`src/rtl/core/u2u_pkg.sv`:
```
// Shared types and constants for the UTF-8 to UTF-16 transcoder.
// Used by the front decoder, the job queue, the back end and the top level.
package u2u_pkg;

  typedef enum logic [2:0] {
    ERR_NONE  = 3'd0,
    ERR_LEAD  = 3'd1,
    ERR_CONT  = 3'd2,
    ERR_TRUNC = 3'd3,
    ERR_SURR  = 3'd4,
    ERR_RANGE = 3'd5
  } err_t;

  // One decoded item handed from the front to the back.
  typedef struct packed {
    logic [20:0] cp;
    err_t        err;
    logic        last;
  } job_t;

  typedef enum logic {
    PH_FIRST = 1'b0,
    PH_TRAIL = 1'b1
  } back_phase_t;

  localparam logic [20:0] SURR_LOW    = 21'h00d800;
  localparam logic [20:0] SURR_HIGH   = 21'h00dfff;
  localparam logic [20:0] CP_MAX      = 21'h10ffff;
  localparam logic [20:0] SUPP_BASE   = 21'h010000;
  localparam logic [15:0] LEAD_SURR   = 16'hd800;
  localparam logic [15:0] TRAIL_SURR  = 16'hdc00;
  localparam int          TDATA_OUT_W = 24;

endpackage

```
`src/rtl/core/u2u_front.sv`:
```
// Front decoder: tracks the open UTF-8 sequence and turns accepted bytes
// into jobs (a completed code point or an error). Depends on u2u_pkg.
module u2u_front (
  input  logic           clk,
  input  logic           rst,
  input  logic           accept,
  input  logic [7:0]     byte_value,
  input  logic           end_of_string,
  output logic           job_valid,
  output u2u_pkg::job_t  job
);
  import u2u_pkg::*;

  logic [1:0]  remaining;
  logic [1:0]  remaining_next;
  logic [20:0] acc;
  logic [20:0] acc_next;
  logic [1:0]  rem_dec;
  logic [20:0] acc_shift;

  assign rem_dec   = remaining - 2'd1;
  assign acc_shift = {acc[14:0], byte_value[5:0]};

  always_comb begin
    job_valid      = 1'b0;
    job.cp         = '0;
    job.err        = ERR_NONE;
    job.last       = end_of_string;
    remaining_next = remaining;
    acc_next       = acc;
    if (remaining == 2'd0) begin
      if (!byte_value[7]) begin
        job_valid = 1'b1;
        job.cp    = {13'd0, byte_value};
      end else if (byte_value[7:5] == 3'b110) begin
        acc_next       = {16'd0, byte_value[4:0]};
        remaining_next = 2'd1;
      end else if (byte_value[7:4] == 4'b1110) begin
        acc_next       = {17'd0, byte_value[3:0]};
        remaining_next = 2'd2;
      end else if (byte_value[7:3] == 5'b11110) begin
        acc_next       = {18'd0, byte_value[2:0]};
        remaining_next = 2'd3;
      end else begin
        job_valid = 1'b1;
        job.err   = ERR_LEAD;
      end
      // A lead byte that opens a sequence on the string's last byte is cut off.
      if (remaining_next != 2'd0 && end_of_string) begin
        job_valid      = 1'b1;
        job.err        = ERR_TRUNC;
        remaining_next = 2'd0;
        acc_next       = '0;
      end
    end else begin
      remaining_next = rem_dec;
      if (end_of_string && rem_dec != 2'd0) begin
        job_valid      = 1'b1;
        job.err        = ERR_TRUNC;
        remaining_next = 2'd0;
        acc_next       = '0;
      end else if (byte_value[7:6] != 2'b10) begin
        job_valid      = 1'b1;
        job.err        = ERR_CONT;
        remaining_next = 2'd0;
        acc_next       = '0;
      end else if (rem_dec == 2'd0) begin
        job_valid = 1'b1;
        job.cp    = acc_shift;
        acc_next  = '0;
      end else begin
        acc_next = acc_shift;
      end
    end
  end

  always_ff @(posedge clk) begin
    if (rst) begin
      remaining <= 2'd0;
      acc       <= '0;
    end else if (accept) begin
      remaining <= remaining_next;
      acc       <= acc_next;
    end
  end

endmodule

```
`src/rtl/core/u2u_queue.sv`:
```
// Short job queue between the front decoder and the back end.
// Depends on u2u_pkg for the job type.
module u2u_queue #(
  parameter int DEPTH = 4
) (
  input  logic           clk,
  input  logic           rst,
  input  logic           push,
  input  u2u_pkg::job_t  push_job,
  output logic           full,
  input  logic           pop,
  output u2u_pkg::job_t  head_job,
  output logic           empty
);
  import u2u_pkg::*;

  localparam int AW = (DEPTH > 1) ? $clog2(DEPTH) : 1;

  job_t          mem [DEPTH];
  logic [AW-1:0] wr_ptr;
  logic [AW-1:0] rd_ptr;
  logic [AW:0]   count;

  assign full     = (count == (AW + 1)'(DEPTH));
  assign empty    = (count == '0);
  assign head_job = mem[rd_ptr];

  always_ff @(posedge clk) begin
    if (push) begin
      mem[wr_ptr] <= push_job;
    end
  end

  always_ff @(posedge clk) begin
    if (rst) begin
      wr_ptr <= '0;
      rd_ptr <= '0;
      count  <= '0;
    end else begin
      if (push) begin
        wr_ptr <= (wr_ptr == AW'(DEPTH - 1)) ? '0 : wr_ptr + 1'b1;
      end
      if (pop) begin
        rd_ptr <= (rd_ptr == AW'(DEPTH - 1)) ? '0 : rd_ptr + 1'b1;
      end
      if (push && !pop) begin
        count <= count + 1'b1;
      end else if (pop && !push) begin
        count <= count - 1'b1;
      end
    end
  end

endmodule

```
`src/rtl/core/u2u_back.sv`:
```
// Back end: range-checks each completed code point, splits supplementary
// ones into a surrogate pair and drives the output register. Depends on u2u_pkg.
module u2u_back (
  input  logic                               clk,
  input  logic                               rst,
  input  logic                               head_valid,
  input  u2u_pkg::job_t                      head_job,
  output logic                               pop,
  output logic                               m_tvalid,
  input  logic                               m_tready,
  output logic [u2u_pkg::TDATA_OUT_W-1:0]    m_tdata,   // [15:0] code_unit, [18:16] error_code
  output logic                               m_tuser,   // last_in_run
  output logic                               m_tlast    // string_done
);
  import u2u_pkg::*;

  back_phase_t phase;
  back_phase_t phase_next;
  logic        load;
  logic        is_pair;
  logic [19:0] supp;
  logic [15:0] unit;
  err_t        err;
  logic        final_res;

  assign load = head_valid && (!m_tvalid || m_tready);
  assign supp = 20'(head_job.cp - SUPP_BASE);

  always_comb begin
    is_pair = 1'b0;
    unit    = '0;
    err     = head_job.err;
    if (head_job.err == ERR_NONE) begin
      if (head_job.cp >= SURR_LOW && head_job.cp <= SURR_HIGH) begin
        err = ERR_SURR;
      end else if (head_job.cp > CP_MAX) begin
        err = ERR_RANGE;
      end else if (head_job.cp < SUPP_BASE) begin
        unit = head_job.cp[15:0];
      end else begin
        is_pair = 1'b1;
        unit    = (phase == PH_FIRST) ? (LEAD_SURR | {6'd0, supp[19:10]})
                                      : (TRAIL_SURR | {6'd0, supp[9:0]});
      end
    end
  end

  // Next state: a pair holds the job for one extra transaction.
  always_comb begin
    phase_next = phase;
    if (load) begin
      case (phase)
        PH_FIRST: phase_next = is_pair ? PH_TRAIL : PH_FIRST;
        PH_TRAIL: phase_next = PH_FIRST;
        default:  phase_next = PH_FIRST;
      endcase
    end
  end

  always_comb begin
    case (phase)
      PH_FIRST: final_res = !is_pair;
      PH_TRAIL: final_res = 1'b1;
      default:  final_res = 1'b1;
    endcase
    pop = load && final_res;
  end

  always_ff @(posedge clk) begin
    if (rst) begin
      phase    <= PH_FIRST;
      m_tvalid <= 1'b0;
    end else begin
      phase <= phase_next;
      if (load) begin
        m_tvalid <= 1'b1;
      end else if (m_tready) begin
        m_tvalid <= 1'b0;
      end
    end
  end

  always_ff @(posedge clk) begin
    if (load) begin
      m_tdata <= {(TDATA_OUT_W - 19)'(0), err, unit};
      m_tuser <= final_res;
      m_tlast <= final_res && head_job.last;
    end
  end

endmodule

```
`src/rtl/core/utf8_to_utf16_transcoder.sv`:
```
// Top level of the UTF-8 to UTF-16 transcoder.
// Instantiates u2u_front, u2u_queue and u2u_back; types come from u2u_pkg.
//
// Bytes enter one per cycle on the s_ side; s_tlast marks the last byte of a
// string. Each completed character gives one UTF-16 unit, or a lead and trail
// surrogate in two transactions for code points above the BMP; every error
// gives a single result with a zero unit and a nonzero error code, after which
// decoding restarts at the next byte. m_tuser marks the final result caused by
// a byte and m_tlast the final result of a string. A byte's result is written
// into the job queue and then loaded into the output register before it is
// presented. Input is taken at one byte per cycle while the
// QUEUE_DEPTH-entry job queue has room; the output register issues one result
// per cycle while m_tready is high, so a surrogate pair gives two results,
// which the queue absorbs since a pair needs four input bytes.
module utf8_to_utf16_transcoder #(
  parameter int QUEUE_DEPTH = 4
) (
  input  logic                            clk,
  input  logic                            rst,
  input  logic                            s_tvalid,
  output logic                            s_tready,
  input  logic [7:0]                      s_tdata,   // [7:0] byte_value
  input  logic                            s_tlast,   // end_of_string
  output logic                            m_tvalid,
  input  logic                            m_tready,
  output logic [u2u_pkg::TDATA_OUT_W-1:0] m_tdata,   // [15:0] code_unit, [18:16] error_code
  output logic                            m_tuser,   // last_in_run
  output logic                            m_tlast    // string_done
);
  import u2u_pkg::*;

  logic accept;
  logic job_valid;
  job_t job;
  logic push;
  logic full;
  logic pop;
  logic empty;
  job_t head_job;

  assign s_tready = !full;
  assign accept   = s_tvalid && s_tready;
  assign push     = accept && job_valid;

  u2u_front u_front (
    .clk           (clk),
    .rst           (rst),
    .accept        (accept),
    .byte_value    (s_tdata),
    .end_of_string (s_tlast),
    .job_valid     (job_valid),
    .job           (job)
  );

  u2u_queue #(
    .DEPTH (QUEUE_DEPTH)
  ) u_queue (
    .clk      (clk),
    .rst      (rst),
    .push     (push),
    .push_job (job),
    .full     (full),
    .pop      (pop),
    .head_job (head_job),
    .empty    (empty)
  );

  u2u_back u_back (
    .clk        (clk),
    .rst        (rst),
    .head_valid (!empty),
    .head_job   (head_job),
    .pop        (pop),
    .m_tvalid   (m_tvalid),
    .m_tready   (m_tready),
    .m_tdata    (m_tdata),
    .m_tuser    (m_tuser),
    .m_tlast    (m_tlast)
  );

  // The back end only retires jobs that are present.
  assert property (@(posedge clk) disable iff (rst) pop |-> !empty)
    else $error("job retired from an empty queue");

  // The end of a string can only fall on the final result of a byte.
  assert property (@(posedge clk) disable iff (rst) (m_tvalid && !m_tuser) |-> !m_tlast)
    else $error("string end flagged on a non-final result");

  // Error results carry a zero unit and are never split.
  assert property (@(posedge clk) disable iff (rst)
      (m_tvalid && m_tdata[18:16] != ERR_NONE) |-> (m_tdata[15:0] == 16'd0 && m_tuser))
    else $error("malformed error result");

  // A non-final result is always the lead half of a surrogate pair.
  assert property (@(posedge clk) disable iff (rst)
      (m_tvalid && !m_tuser) |-> (m_tdata[15:10] == 6'b110110))
    else $error("non-final result is not a lead surrogate");

endmodule

```
`config.mk`:
```
export PLATFORM = sky130hd
export DESIGN_NAME = utf8_to_utf16_transcoder
export DESIGN_NICKNAME = d
export VERILOG_FILES = /design/src/rtl/core/u2u_pkg.sv /design/src/rtl/core/u2u_front.sv /design/src/rtl/core/u2u_queue.sv /design/src/rtl/core/u2u_back.sv /design/src/rtl/core/utf8_to_utf16_transcoder.sv
export SDC_FILE = /design/constraint.sdc
export NUM_CORES = 1
export LEC_CHECK = 0
export ABC_CLOCK_PERIOD_IN_PS = 4500
export BUFFER_PORTS_ARGS = -buffer_cell sky130_fd_sc_hd__buf_2
export CAP_MARGIN = 30
export CORE_MARGIN = 3
export CORE_UTILIZATION = 35
export CTS_CLUSTER_DIAMETER = 40
export DETAILED_ROUTE_END_ITERATION = 8
export PLACE_DENSITY = 0.62
export RECOVER_POWER = 100
export REMOVE_ABC_BUFFERS = 1
export SETUP_SLACK_MARGIN = 0.3
export SLEW_MARGIN = 20
export SYNTH_ARGS = -nofsm -noshare
export SYNTH_HDL_FRONTEND = slang
export SYNTH_SLANG_ARGS = --single-unit
```
`constraint.sdc`:
```
create_clock -name clk -period 4.5 [get_ports clk]
set_clock_uncertainty 0.1 [all_clocks]
set_input_delay 0.45 -clock clk [delete_from_list [all_inputs] [get_ports clk]]
set_output_delay 0.45 -clock clk [all_outputs]
set_load 0.005 [all_outputs]
```
==> results <==
- The x dimension of the die is 139.8 um.
- The number of global-route vias before repair is 3601.
- The net switching power of the design is 1324 uW.
- After detailed routing, the number of vias per cell comes to 5.029.
- The total DRC errors in the routed layout is 0.
- The number of antenna cells inserted is 0.
- The area of the placeable core is 17420 um2.
- The initial cell density of the core is 35.95%.
- The count of pins over their slew limit is 100.
- The total number of nets in the final design is 498.
- Grouping stages by cell kind, the critical path spends the most delay in simple AND/OR/NAND/NOR gates.
- The tightest min-delay check is of the primary input to register type.
- The global-route congestion overflow total is 0.
- The top cell type by area accounts for 56.12% of the synthesized area.
- The final number of hold-violating endpoints is 0.
- The post-detailed-placement half-perimeter wirelength is 8553 um.
- Once routing completed, OpenROAD measured the worst setup slack at 0.5091 ns.
- The standard cell area after detailed placement is 6666 um2.
- The TritonCTS clock tree is done.
- The number of buffers inserted by port buffering is 35.
- In this run the most critical hold path is launched from m_tready.
- The area of the mapped netlist is 6261 um2.
- The largest stage delay on the critical path is 0.62 ns.
- The worst register-to-register path ends at u_queue.count[2].
- The combinational cell fraction of total power is 26.3%.
- Yosys mapped the design onto 61 distinct sky130hd cell types.
- The worst endpoint required time is 4.75 ns.
- The routed wire length is 12360 um.
- The switching power share of the total is 29.23%.
- The root buffer cell is clkbuf_16.
- The share of the clock period used by the worst path after layout is 88.69%.
- The largest net degree at the start of global routing is 30.
- For this run, the total global-route usage over all layers was measured as 13.25%.
- The worst supply voltage drop on vdd is 0.3074 mV.
- The layout has 1626 filler cells.
- The detail route stage leaves a number of antenna-violating nets equal to 0.
- Along the worst hold path, the cell count comes to 4.
- The worst-path cell with the longest stage delay is mux4_2.
- The cell seen most often among critical-path stages is inv_1.
- No sink is reached through more buffers than the 2 on the longest clock path.
- The path depth of the worst reg2reg path is 14.
- The maximum fanout along the worst path is 7.
- The checks that failed: capacitance limit, slew limit.
- STA classifies the critical path endpoint as a register.
- The number of H-tree levels is 4.
- The global-route wire length before repair is 19930 um.
- The count of flip-flops with a built-in enable after synthesis is 117.
- The cell leakage power is 0.002497 uW.
- The detailed-route wire length per cell is 17.36 um.
- The total power is 4530 uW.
- Registers take 4074 um2.
- The floorplan has 48 rows.
- Walking the worst path, the cells encountered are mux4_2 -> inv_1 -> ha_1 -> or3b_1 -> and3_1 -> o21ai_1 -> a31oi_2 -> inv_1 -> ha_1 -> inv_1 -> fa_1 -> xor2_1 -> or3_1 -> a21oi_1.
- Counting both buffers and inverters, the worst setup path holds a total of 3.
- The total negative slack for setup checks is 0 ns.
- The utilization after layout is 41.72%.
- The commonest cells after synthesis are edfxtp_1, dfxtp_1, a21oi_1.
- The count of yosys warnings during synthesis is 0.
- The die covers 19530 um2.
- In the post-synthesis netlist, the cell with the most instances is edfxtp_1.
- Max-cap violations in this run came to 4.
- The number of buffers created by CTS is 17.
- Per report_power, the sequential group accounts for 40.3% of the total.
- The slew at the pin closest to its max-slew limit is 1.598 ns.
- Among all flip-flop cells after synthesis, the most frequent one is edfxtp_1.
- Once layout is done, the placed cells without fillers occupy 7266 um2.
- The post-route minimum period is 3.991 ns.
- The type of the worst setup path is register to register.
- The power per cell area is 623.4 nW/um2.
- The kind of launch point of the worst setup path is a register.
- The routed layout has 3581 vias.
- The sink of the worst hold path is u_back.m_tvalid.
- The flow ran to the end, but the final reports show violations.
- The register-to-register path setup slack is 0.51 ns.
- The endpoint arrival time on the critical path is 4.24 ns.
- Setup repair after global routing left no endpoint under its margin.
- After the first detailed-routing iteration, the DRC count stood at 242.
- The clock latency at the later pin of the worst-skew pair is 0.42 ns.
- The sequential fraction of the synthesis area is 65.07%.
- In the final layout, the multi-input gates occupy 1987 um2.
- After synthesis the netlist holds a flip-flop and latch count of 145.
- The count of TritonRoute iterations in the first routing pass is 4.
- The tree built by TritonCTS fans out to 145 sinks.
- The share of total power in the clock network is 33.5%.
- The post-synthesis area per instance is 14.66 um2.
- From bottom edge to top edge, the die measures 139.8 um.
- The initial antenna violation count is 0.
- The internal cell power is 3206 uW.
- The worst pin sits at a relative slew slack of -6.513%.
- The pre-CTS setup slack is 0.3656 ns.
- The congestion estimate from routability-driven global placement came to 0.8692.
- During I/O placement, the number of pins put on the boundary was 41.
- Ranked by total cell area, the synthesized netlist is headed by edfxtp_1, dfxtp_1, mux4_2.
- The highest clock rate is 0.2506 GHz.
- The clock transition time at the flip-flop clock pins of the worst setup and hold paths is 0.06 ns.
- Of all cell types, the one taking the most synthesized area is edfxtp_1.
- Compared with the post-synthesis result, the final layout area differs by 16.05%.
- Counting flops with an async set or reset pin after synthesis yields a share of 0%.
- The cell count after synthesis is 427.
- The final setup violation count is 0.
- In the final layout, the share of cells above drive strength 1 is 19.51%.
what timing repair did:
action	in CTS	in global routing
setup endpoints to repair	0	1
gates resized for setup	0	1
hold buffers	0	0
buffers inserted	0	0
power by group through the flow:
| stage | logic (uW) | clock network [uW] | registers, uW |
|---|---|---|---|
| after floorplan | 780 | 0 | 1880 |
| after global placement | 1190 | 0 | 1840 |
| after detailed placement | 1230 | 0 | 1850 |
| after CTS | 1230 | 1550 | 1820 |
| after global routing | 1320 | 1600 | 1850 |
| final | 1190 | 1520 | 1820 |
cells in the final DEF, fill, tap and decap left out, drive strengths merged, types with 14 or more instances in the layout:
master and n:
dfxtp 28, clkbuf 39, inv 14, mux2i 15, nor4 18, buf 26
nand2 28, edfxtp 117, nand3 17, mux4 23, nor2 20, a21oi 28
and2 20
area by class of cell:
type / instances / area share [%]
Sequential cell: 145 / 56.07
Clock buffer: 18 / 6.044
Clock inverter: 14 / 2.928
Tap cell: 225 / 3.875
Inverter: 14 / 0.7233
Multi-Input combinational cell: 249 / 27.35
Timing Repair Buffer: 47 / 3.014
worst min-delay path, delay by kind of cell:
| kind | cells | cell delay (ns) |
|---|---|---|
| AO/OA/AOI/OAI | 1 | 0.05 |
| buffers and inverters | 2 | 0.12 |
| AND/OR/NAND/NOR | 1 | 0.06 |
metrics by stage:
stage / std cells / hold slack (ns)
4_1_cts: 712 / 0.1795
3_3_place_gp: 679 / 0.3356
5_1_grt: 712 / 0.1907
6_report: 712 / 0.1967
2_1_floorplan: 408 / 0.3212
3_5_place_dp: 680 / 0.3441
state kept, by name, summed over array words and instances, names as in the netlist, named ones only:
name               cells
u_back.m_tdata        19
u_back.m_tlast         1
u_back.m_tuser         1
u_back.m_tvalid        1
u_back.phase           1
u_front.acc           15
u_front.remaining      2
u_queue.count          3
u_queue.mem           96
u_queue.rd_ptr         2
u_queue.wr_ptr         2
metal layers:
layer | wire (um) | GRT usage, %
met5 | 0 | 0
met4 | 164 | 4.793
met3 | 623 | 3.918
met2 | 5758 | 20.41
met1 | 5810 | 17.90
how the worst max path moves through the flow:
stage	end	slack (ns)	depth (start not counted)
after floorplan	u_queue.count[2]	0.11	14
after global placement	u_queue.count[2]	0.57	13
after detailed placement	u_queue.count[2]	0.37	13
after CTS	u_queue.count[2]	0.34	13
after global routing	u_queue.count[2]	0.22	14
final	u_queue.count[2]	0.51	14
kinds of logic after synthesis:
group                    synth area share [%]
other                                 0.05989
buffers and inverters                   3.337
AND/OR/NAND/NOR                         12.39
multiplexers                            11.15
adder cells (fa/ha/maj)                 2.318
flip-flops                              65.07
XOR/XNOR                               0.5597
AO/OA/AOI/OAI                           5.116
Note: power is estimated with default switching activity, not from simulation.
